===== src/rtl/core/svx_pkg.sv =====
// Shared types, constants and a helper function of the stack-machine execution unit.
package svx_pkg;

  localparam int unsigned STACK_DEPTH = 16;
  localparam int unsigned CODE_SIZE   = 1024;
  localparam int unsigned DATA_WORDS  = 256;
  localparam int unsigned GPIO_PINS   = 32;

  localparam int unsigned SP_W   = $clog2(STACK_DEPTH);
  localparam int unsigned DEPTH_W = $clog2(STACK_DEPTH + 1);
  localparam int unsigned DADDR_W = $clog2(DATA_WORDS);
  localparam logic [31:0] ADDR_MASK = 32'h0000_00FF;

  localparam logic [4:0] OP_STOP = 5'd0,  OP_PUSH = 5'd1,  OP_BXOR = 5'd2,  OP_DROP = 5'd3;
  localparam logic [4:0] OP_ADD  = 5'd4,  OP_SUB  = 5'd5,  OP_MUL  = 5'd6,  OP_DIV  = 5'd7;
  localparam logic [4:0] OP_MOD  = 5'd8,  OP_NOT  = 5'd9,  OP_AND  = 5'd10, OP_OR   = 5'd11;
  localparam logic [4:0] OP_BNOT = 5'd12, OP_BAND = 5'd13, OP_BOR  = 5'd14, OP_GPIN = 5'd15;
  localparam logic [4:0] OP_GPOUT = 5'd16, OP_PUT = 5'd17, OP_GET = 5'd18, OP_JT = 5'd19;
  localparam logic [4:0] OP_EQ   = 5'd20, OP_NEQ  = 5'd21, OP_GEQ  = 5'd22, OP_LEQ  = 5'd23;
  localparam logic [4:0] OP_GT   = 5'd24, OP_LT   = 5'd25;

  localparam logic [2:0] ST_OK = 3'd0, ST_UNDER = 3'd1, ST_OVER = 3'd2;
  localparam logic [2:0] ST_CODE = 3'd3, ST_DIVZ = 3'd4, ST_PIN = 3'd5;

  typedef struct packed {
    logic [4:0]         mode;
    logic signed [31:0] immediate;
    logic [10:0]        code_pos;
    logic [31:0]        gpio_levels;
    logic [31:0]        observed_time;
  } in_item_t;

  typedef struct packed {
    logic [2:0]         status;
    logic [10:0]        next_code_pos;
    logic signed [31:0] pushed_value;
    logic               gpio_write;
    logic [4:0]         gpio_pin;
    logic               gpio_value;
    logic [31:0]        max_time;
  } out_item_t;

  typedef struct packed {
    logic capture;
    logic mem_rd;
    logic div_start;
    logic commit;
  } cmd_t;

  typedef struct packed {
    logic need_mem;
    logic need_div;
    logic div_done;
  } stat_t;

  function automatic logic [1:0] pops_needed(input logic [4:0] op);
    logic [1:0] n;
    unique case (op) inside
      OP_STOP, OP_PUSH: n = 2'd0;
      OP_DROP, OP_NOT, OP_BNOT, OP_GPIN, OP_GET: n = 2'd1;
      OP_BXOR, OP_ADD, OP_SUB, OP_MUL, OP_DIV, OP_MOD, OP_AND, OP_OR, OP_BAND,
      OP_BOR, OP_GPOUT, OP_PUT, OP_JT, OP_EQ, OP_NEQ, OP_GEQ, OP_LEQ, OP_GT,
      OP_LT: n = 2'd2;
      default: n = 2'd0;
    endcase
    return n;
  endfunction

endpackage


===== src/rtl/core/svx_ctrl.sv =====
// Sequencing state machine of the execution unit.
module svx_ctrl (
  input  logic          clk_i,
  input  logic          rst_ni,
  input  logic          in_valid_i,
  output logic          in_ready_o,
  output logic          out_valid_o,
  input  logic          out_ready_i,
  input  svx_pkg::stat_t stat_i,
  output svx_pkg::cmd_t  cmd_o
);
  import svx_pkg::*;

  typedef enum logic [1:0] {S_IDLE, S_READ, S_DIV, S_EXEC} state_e;

  state_e state_q, state_d;
  logic   out_valid_q, out_valid_d;
  logic   out_free;

  assign out_free = !out_valid_q || out_ready_i;

  always_comb begin
    state_d = state_q;
    cmd_o   = '0;
    unique case (state_q)
      S_IDLE: begin
        if (in_valid_i) begin
          cmd_o.capture = 1'b1;
          state_d = S_READ;
        end
      end
      S_READ: begin
        if (stat_i.need_mem) begin
          cmd_o.mem_rd = 1'b1;
          state_d = S_EXEC;
        end else if (stat_i.need_div) begin
          cmd_o.div_start = 1'b1;
          state_d = S_DIV;
        end else if (out_free) begin
          cmd_o.commit = 1'b1;
          state_d = S_IDLE;
        end
      end
      S_DIV: begin
        if (stat_i.div_done) state_d = S_EXEC;
      end
      S_EXEC: begin
        if (out_free) begin
          cmd_o.commit = 1'b1;
          state_d = S_IDLE;
        end
      end
      default: state_d = S_IDLE;
    endcase
    out_valid_d = cmd_o.commit || (out_valid_q && !out_ready_i);
  end

  always_ff @(posedge clk_i or negedge rst_ni) begin
    if (!rst_ni) begin
      state_q     <= S_IDLE;
      out_valid_q <= 1'b0;
    end else begin
      state_q     <= state_d;
      out_valid_q <= out_valid_d;
    end
  end

  assign in_ready_o  = (state_q == S_IDLE);
  assign out_valid_o = out_valid_q;
endmodule


===== config.mk =====
export PLATFORM = sky130hd
export DESIGN_NAME = svx_ctrl
export DESIGN_NICKNAME = d
export VERILOG_FILES = /design/src/rtl/core/svx_pkg.sv /design/src/rtl/core/svx_ctrl.sv
export SDC_FILE = /design/constraint.sdc
export NUM_CORES = 1
export LEC_CHECK = 0
export BUFFER_PORTS_ARGS = -buffer_cell sky130_fd_sc_hd__buf_2
export CORE_AREA = 2 2 39 41
export DETAILED_ROUTE_END_ITERATION = 10
export DIE_AREA = 0 0 41 43
export PLACE_DENSITY = 0.33
export SYNTH_ARGS = -nofsm -noshare
export SYNTH_HDL_FRONTEND = slang
export SYNTH_SLANG_ARGS = --single-unit

===== constraint.sdc =====
create_clock -name clk_i -period 1.3 [get_ports clk_i]
set_clock_uncertainty 0.2 [all_clocks]
set_input_delay 0.065 -clock clk_i [delete_from_list [all_inputs] [get_ports clk_i]]
set_output_delay 0.065 -clock clk_i [all_outputs]
set_load 0.005 [all_outputs]

==> flow_summary.json, run 1 <==
{
  "dpl_cell_area_um2": 255,
  "syn_area_um2": 175,
  "wl_per_cell_um": 10.1,
  "worstHoldStart": "stat_i[1]",
  "fin_tns_setup_ns": -0.124,
  "worstSetupPathType": "reg -> out",
  "cts_tree": "done",
  "syn_nets": 28,
  "io_pins": 13,
  "holdWs_ns": 0.0505,
  "r2r_start": "state_q[1]$_DFFE_PN0P_",
  "antennaDiodeCount": 0,
  "yosys_warnings": 0,
  "worstMarginPinSlew_ns": 0.181,
  "multi_input_area_um2": 115,
  "setup_ws_ns": -0.0452,
  "cp_max_fo": 4,
  "outcome": "complete, but fails checks",
  "cts_inserted_buffers": 3,
  "synth.avg_cell_area_um2": 8.34,
  "violations": "negative setup slack",
  "grt_start_max_net_pins": 7,
  "slew_violations": 0,
  "fin_area_um2": 424,
  "wirelength_um": 666,
  "cp_data_arrival_time_ns": 1.08,
  "die-area_um2": 1760,
  "power.total_mw": 0.862,
  "ant_nets": 0,
  "max_freq_mhz": 743,
  "cpMaxStageDelayCell": "dfrtp_1",
  "p_leak_nw": 0.210,
  "synth_cell_types": 14,
  "peakVddDrop_mv": 0.584,
  "final_cells": 66,
  "start_kind": "flop",
  "slew_headroom_pct": 87.8,
  "yosysSeqAreaShare_pct": 42.9,
  "port_buffers": 12,
  "seqCellArea_um2": 76.3,
  "dr.pass1.iters": 2,
  "path_cells": "inv_2, nand2_2, nor3b_2, buf_2",
  "grt_pass1_vias": 270,
  "drt_iter0_drc": 1,
  "utilization_pct": 30.7,
  "row_count": 14,
  "drc": 0,
  "fillerInstances": 145,
  "required_ns": 1.03,
  "cp_top_family": "flip-flops",
  "clkLatencyLatePin_ns": 0.23,
  "synthCells": 21,
  "area_growth_pct": 142,
  "final_common_cell": "buf_2",
  "grt_use_total_pct": 8.55,
  "pre_cts_slack_ns": 0.102,
  "hold_class": "in -> reg",
  "grt_overflow": 0,
  "antenna_found_initial": 0,
  "fin_crit_sh_pct": 103,
  "die_w_um": 41,
  "crit_buf_inv": 2,
  "worst_setup_path_end_kind": "output pin",
  "drive_gt1_share_pct": 58.0,
  "rsz0062_at_grt": "yes",
  "crit_path_max_incr_delay_ns": 0.42,
  "power.density_nw_per_um2": 2030,
  "routabilityCongestion": 0.723,
  "setup_viol": 3,
  "crit_start": "state_q[1]$_DFFE_PN0P_",
  "clock-sinks": 3,
  "initial_utilization_pct": 12.7,
  "hold_violations": 0,
  "root_buffer": "clkbuf_4",
  "cts_max_path_buffers": 2,
  "nets": 58,
  "maxCapViolations": 0,
  "final_cell_mix": "buf_2 (11), dlygate4sd3_1 (6), buf_4 (6)",
  "min_period_ns": 1.35,
  "dp.cells": 49,
  "vias": 257,
  "clk_pin_slew_worst_paths_ns": 0.04,
  "grt_pass1_wl_um": 986,
  "core-area_um2": 1380,
  "reg2reg_slack_ns": -0.03,
  "die_y_um": 43,
  "avgViaCountPerCell": 3.89,
  "htreeDepth": 1,
  "ys_seq_elements": 3
}
[state kept, by name, summed over array words and instances (netlist names)]
signal	cells
out_valid_o	1
state_q	2
[layer usage]
| metal | track usage [%] | part of all wire [%] | up-vias |
|---|---|---|---|
| met5 | 0 | 0 | - |
| met4 | 6.00 | 0 | 0 |
| met3 | 3.14 | 1.2 | 0 |
| met2 | 15.3 | 68 | 3 |
| met1 | 6.80 | 31 | 122 |
| li1 | - | - | 132 |
[final cells by class]
| type | count | area share, % |
|---|---|---|
| timing repair buffer | 25 | 43.1 |
| multi-input combinational | 17 | 27.1 |
| sequential | 3 | 18.0 |
| clock buffer | 4 | 6.19 |
| tap | 16 | 4.72 |
| inverter | 1 | 0.885 |
[kinds of logic after synthesis]
kind of cell,share of synthesized area [%]
simple gates,35.0
buf+inv,2.14
compound gates,20.0
flops,42.9
[path summary, 6_finish.rpt]
path                                           to  cells past startpoint
min reg2reg                state_q[0]$_DFFE_PN0P_                      1
min in group asynchronous  state_q[1]$_DFFE_PN0P_                      3
max in group asynchronous  state_q[0]$_DFFE_PN0P_                      3
min                         out_valid_o$_DFF_PN0_                      4
max                                      cmd_o[1]                      4
max reg2reg                state_q[0]$_DFFE_PN0P_                      5
[worst min-delay path: stages]
cell and delay (ns):
buf_2 0.09, nor2_1 0.05, nor2_1 0.11, o21ai_0 0.10
[synthesized netlist by cell type]
| cell type | count | area (µm²) |
|---|---|---|
| a211oi_1 | 1 | 7.51 |
| a21o_1 | 1 | 7.51 |
| a31oi_1 | 1 | 6.26 |
| and2_1 | 1 | 6.26 |
| and2_2 | 1 | 7.51 |
| and3_2 | 1 | 7.51 |
| dfrtp_1 | 3 | 75.1 |
| inv_2 | 1 | 3.75 |
| nand2_1 | 3 | 11.3 |
| nand2b_1 | 1 | 6.26 |
| nor2_1 | 4 | 15.0 |
| nor3b_1 | 1 | 7.51 |
| o21ai_0 | 1 | 5.00 |
| o2bb2ai_1 | 1 | 8.76 |
[power by group]
part	leakage [nW]	internal [mW]	switching (mW)	total, mW
combinational	0.160	0.298	0.193	0.491
sequential	0.0351	0.145	0.0623	0.208
clock	0.0150	0.115	0.0478	0.163
total	0.210	0.558	0.303	0.862
[timing repair]
action / in CTS / in global routing
hold buffers: 6 / 0
setup endpoints to repair: 3 / 5
setup buffers: 5 / 2
gates resized for setup: 4 / 4
pin swaps: 2 / 1
hold endpoints to repair: 5 / 0
Power figures use the tool's default switching activity.
==> run 2, diff against run 1 <==
GPL_TIMING_DRIVEN = 0   (was default)
PLACE_DENSITY = 0.35   (was 0.33)
==> flow_summary.json, run 2 (synthesis results as in run 1) <==
{
  "outcome": "complete, but fails checks",
  "violations": "negative setup slack",
  "area_growth_pct": 135,
  "antennaDiodeCount": 0,
  "pwr-share-clk_pct": 19.3,
  "slew_violations": 0,
  "dpl_cell_area_um2": 255,
  "min_to": "out_valid_o$_DFF_PN0_",
  "fin_area_um2": 412,
  "antenna_found_initial": 0,
  "cts_tree": "done",
  "core-area_um2": 1380,
  "cts_max_path_buffers": 2,
  "clk_pin_slew_worst_paths_ns": 0.04,
  "peakVddDrop_mv": 0.471,
  "r2r_start": "state_q[1]$_DFFE_PN0P_",
  "worst_setup_path_end_kind": "output pin",
  "wl_per_cell_um": 10.1,
  "routabilityCongestion": 0.641,
  "die_y_um": 43,
  "port_buffers": 12,
  "utilization_pct": 29.7,
  "clock-sinks": 3,
  "grt_use_total_pct": 8.86,
  "min_period_ns": 1.34,
  "avgViaCountPerCell": 4.02,
  "seqPwrFrac_pct": 25.1,
  "largest_register_ffs": 2,
  "place_hpwl_um": 366,
  "wirelength_um": 648,
  "p_switching_mw": 0.313,
  "worstHoldStart": "out_ready_i",
  "io_pins": 13,
  "ant_nets": 0,
  "p_leak_nw": 0.203,
  "cts_inserted_buffers": 3,
  "worstSetupPathType": "reg -> out",
  "final_common_cell": "buf_2",
  "reg2reg_slack_ns": 0.03,
  "final_cell_mix": "buf_2 (12), dlygate4sd3_1 (6), buf_4 (4)",
  "min_path_cells": 3,
  "max_freq_mhz": 748,
  "die_w_um": 41,
  "grt_pass1_vias": 294,
  "nets": 56,
  "htreeDepth": 1,
  "power.density_nw_per_um2": 2040,
  "rsz0062_at_grt": "yes",
  "drive_gt1_share_pct": 60.4,
  "maxCapViolations": 0,
  "largest-register": "state_q",
  "grt_overflow": 0,
  "row_count": 14,
  "fillerInstances": 149,
  "cp_max_fo": 3,
  "clkLatencyLatePin_ns": 0.23,
  "setup_viol": 3,
  "hold_class": "in -> reg",
  "p_int_mw": 0.528,
  "r2r_end": "state_q[0]$_DFFE_PN0P_",
  "cp_data_arrival_time_ns": 1.07,
  "start_kind": "flop",
  "fin_crit_sh_pct": 103,
  "root_buffer": "clkbuf_4",
  "grt_pass1_wl_um": 1080,
  "grt_start_max_net_pins": 7,
  "drt_iter0_drc": 1,
  "hold_violations": 0,
  "dr.pass1.iters": 3,
  "rr_worst_depth": 4,
  "worstMarginPinSlew_ns": 0.245,
  "swShare_pct": 37.2,
  "initial_utilization_pct": 12.7,
  "slew_headroom_pct": 83.6,
  "die-area_um2": 1760,
  "pwr-share-comb_pct": 55.6,
  "vias": 257,
  "drc": 0,
  "required_ns": 1.03,
  "setup_ws_ns": -0.0363
}
==> run 2: cell types whose count changed in the layout (fill, tap and decap cells not counted) <==
cell,before,now
buf_4,6,4
a211oi_1,1,0
a211oi_2,0,1
and3_2,0,1
and3_4,1,0
buf_2,11,12
buf_6,2,1
nor2_1,3,2
nor2_4,1,2
==> run 2: layout make-up <==
class / count / area (µm²) / area share, %
inverter: 1 / 3.75 / 0.912
clock buffer: 4 / 26.3 / 6.38
multi-input combinational: 17 / 124 / 30.1
sequential: 3 / 76.3 / 18.5
timing repair buffer: 23 / 161 / 39.2
tap: 16 / 20.0 / 4.86
==> run 2: worst max-delay path by stage <==
| stage | from | end | cells past startpoint |
|---|---|---|---|
| floorplan | state_q[1]$_DFFE_PN0P_ | state_q[0]$_DFFE_PN0P_ | 3 |
| global route | state_q[1]$_DFFE_PN0P_ | cmd_o[3] | 4 |
| global placement | state_q[1]$_DFFE_PN0P_ | state_q[0]$_DFFE_PN0P_ | 3 |
| detailed placement | state_q[1]$_DFFE_PN0P_ | state_q[0]$_DFFE_PN0P_ | 3 |
| finish | state_q[1]$_DFFE_PN0P_ | cmd_o[0] | 4 |
| CTS | state_q[1]$_DFFE_PN0P_ | cmd_o[0] | 4 |
==> run 2: metal layers <==
| layer | global-route usage (%) | up-vias | wire length, µm |
|---|---|---|---|
| met3 | 0 | 0 | 0 |
| met2 | 17.2 | 0 | 421 |
| li1 | - | 125 | - |
| met1 | 7.79 | 132 | 227 |
| met4 | 6.00 | 0 | 0 |
| met5 | 0 | - | 0 |
==> run 2: power by group through the flow <==
stage	Sequential [mW]	Combinational, mW	Clock, mW
2_1_floorplan	0.186	0.155	0
3_3_place_gp	0.197	0.256	0
3_5_place_dp	0.197	0.261	0
4_1_cts	0.207	0.459	0.166
5_1_grt	0.220	0.511	0.175
6_report	0.211	0.468	0.162
==> run 2: what timing repair did <==
item | 4_1_cts | 5_1_grt
endpoints found under the hold margin | 5 | 0
endpoints found under the setup margin | 3 | 5
setup buffers | 5 | 0
resized for setup | 9 | 0
pin swaps | 1 | 2
hold buffers | 6 | 0
==> run 2: per-stage QoR <==
| step | TNS (ns) | worst slack [ns] | total power, mW | cells | hold slack [ns] |
|---|---|---|---|---|---|
| 2_1_floorplan | 0 | 0.162 | 0.340 | 21 | -0.431 |
| 3_3_place_gp | 0 | 0.0790 | 0.453 | 49 | -0.339 |
| 3_5_place_dp | 0 | 0.0803 | 0.458 | 49 | -0.339 |
| 4_1_cts | -0.0822 | -0.0287 | 0.832 | 64 | 0.0202 |
| 5_1_grt | -0.262 | -0.0800 | 0.906 | 64 | 0.0340 |
| 6_report | -0.0894 | -0.0363 | 0.841 | 64 | 0.0343 |
==> run 2: worst max-delay path, cell delays in order (launching register included) <==
cell and delay (ns):
dfrtp_1 0.41, buf_4 0.17, nor2_4 0.10, nor2_1 0.05
buf_2 0.12
==> run 3, diff against run 2 <==
RECOVER_POWER = 50   (was default)
==> flow_summary.json, run 3 (synthesis results as in run 1) <==
{
  "clkLatencyLatePin_ns": 0.23,
  "wl_per_cell_um": 10.1,
  "crit_start": "state_q[1]$_DFFE_PN0P_",
  "maxCapViolations": 0,
  "multi_input_area_um2": 124,
  "clk_pin_slew_worst_paths_ns": 0.04,
  "slew_violations": 0,
  "vias": 255,
  "wirelength_um": 649,
  "clock-sinks": 3,
  "worst_setup_path_end_kind": "output pin",
  "antenna_found_initial": 0,
  "pre_cts_slack_ns": 0.0803,
  "largest-register": "state_q",
  "cp_max_fo": 3,
  "pwr-share-comb_pct": 55.3,
  "rsz0062_at_grt": "yes",
  "grt_use_total_pct": 8.86,
  "io_pins": 13,
  "final_cells": 64,
  "final_cell_mix": "buf_2 (11), dlygate4sd3_1 (6), buf_4 (4)",
  "antennaDiodeCount": 0,
  "min_period_ns": 1.33,
  "port_buffers": 12,
  "rr_worst_depth": 4,
  "seqPwrFrac_pct": 25.3,
  "reg2reg_slack_ns": 0.03,
  "hold_violations": 0,
  "hold_class": "in -> reg",
  "max_freq_mhz": 750,
  "dp.cells": 49,
  "start_kind": "flop",
  "grt_pass1_vias": 294,
  "p_leak_nw": 0.200,
  "grt_start_max_net_pins": 7,
  "final_common_cell": "buf_2",
  "htreeDepth": 1,
  "cts_inserted_buffers": 3,
  "root_buffer": "clkbuf_4",
  "place_hpwl_um": 366,
  "worstMarginPinSlew_ns": 0.245,
  "worstSetupPathType": "reg -> out",
  "power.total_mw": 0.837,
  "area_growth_pct": 134,
  "row_count": 14,
  "avgViaCountPerCell": 3.98,
  "grt_pass1_wl_um": 1080,
  "power.density_nw_per_um2": 2040,
  "initial_utilization_pct": 12.7,
  "nets": 56,
  "cp_data_arrival_time_ns": 1.07,
  "p_int_mw": 0.525,
  "grt_overflow": 0,
  "die_w_um": 41,
  "die-area_um2": 1760,
  "dr.pass1.iters": 4,
  "endpoint": "cmd_o[0]",
  "fin_crit_sh_pct": 103,
  "setup_viol": 3,
  "slew_headroom_pct": 83.6,
  "largest_register_ffs": 2,
  "setup_ws_ns": -0.0328,
  "pwr-share-clk_pct": 19.4,
  "violations": "negative setup slack",
  "fillerInstances": 148,
  "dpl_cell_area_um2": 255,
  "swShare_pct": 37.3,
  "r2r_end": "state_q[0]$_DFFE_PN0P_",
  "required_ns": 1.03,
  "outcome": "complete, but fails checks",
  "r2r_start": "state_q[1]$_DFFE_PN0P_",
  "peakVddDrop_mv": 0.470,
  "routabilityCongestion": 0.641,
  "drt_iter0_drc": 1,
  "core-area_um2": 1380,
  "drive_gt1_share_pct": 58.3,
  "seqCellArea_um2": 76.3,
  "fin_area_um2": 410,
  "die_y_um": 43,
  "ant_nets": 0,
  "utilization_pct": 29.7,
  "p_switching_mw": 0.312,
  "drc": 0,
  "cts_max_path_buffers": 2,
  "cts_tree": "done"
}
-- run 3: changes by cell type in the layout (fill, tap and decap cells not counted), sizes merged --
| cell | delta |
|---|---|
| buf | -1 |
| clkbuf | +1 |
-- run 3: power groups by stage --
stage / clock, mW / sequential, mW / combinational, mW
5_1_grt: 0.175 / 0.222 / 0.505
2_1_floorplan: 0 / 0.186 / 0.155
3_5_place_dp: 0 / 0.197 / 0.261
3_3_place_gp: 0 / 0.197 / 0.256
4_1_cts: 0.166 / 0.207 / 0.459
6_report: 0.162 / 0.212 / 0.463
-- run 3: worst max-delay path, cell delays in order (launching register included) --
cell and delay (ns):
dfrtp_1 0.41, buf_4 0.17, nor2_4 0.10, nor2_1 0.04, buf_2 0.12
-- run 3: how the worst min path moves through the flow --
stage	from	end	cells after the start	slack, ns
detailed placement	rst_ni	out_valid_o$_DFF_PN0_	1	-0.34
global placement	rst_ni	out_valid_o$_DFF_PN0_	1	-0.34
CTS	stat_i[1]	out_valid_o$_DFF_PN0_	4	0.02
floorplan	rst_ni	out_valid_o$_DFF_PN0_	0	-0.43
finish	out_ready_i	out_valid_o$_DFF_PN0_	3	0.03
global route	out_ready_i	out_valid_o$_DFF_PN0_	3	0.03
-- run 3: cell type report --
cell class / instances / share of cell area, %
clock buffer: 4 / 6.40
inverter: 1 / 0.915
multi-input combinational: 17 / 30.2
sequential: 3 / 18.6
tap: 16 / 4.88
timing repair buffer: 23 / 39.0
-- run 3: per-layer routing --
metal	global-route usage, %	part of all wire (%)
met5	0	0
met4	6.00	0
met3	0	0.62
met2	17.2	65
met1	7.79	35
-- run 3: timing repair --
item | 4_1_cts | 5_1_grt
resized for setup | 9 | 0
hold buffers | 6 | 0
endpoints found under the setup margin | 3 | 5
pin swaps | 1 | 2
cloned | 0 | 0
endpoints found under the hold margin | 5 | 0
setup buffers | 5 | 0
-- run 3: per-stage QoR --
step,hold WS (ns),TNS [ns]
finish,0.0338,-0.0860
global route,0.0341,-0.269
CTS,0.0202,-0.0822
detailed placement,-0.339,0
global placement,-0.339,0
floorplan,-0.431,0
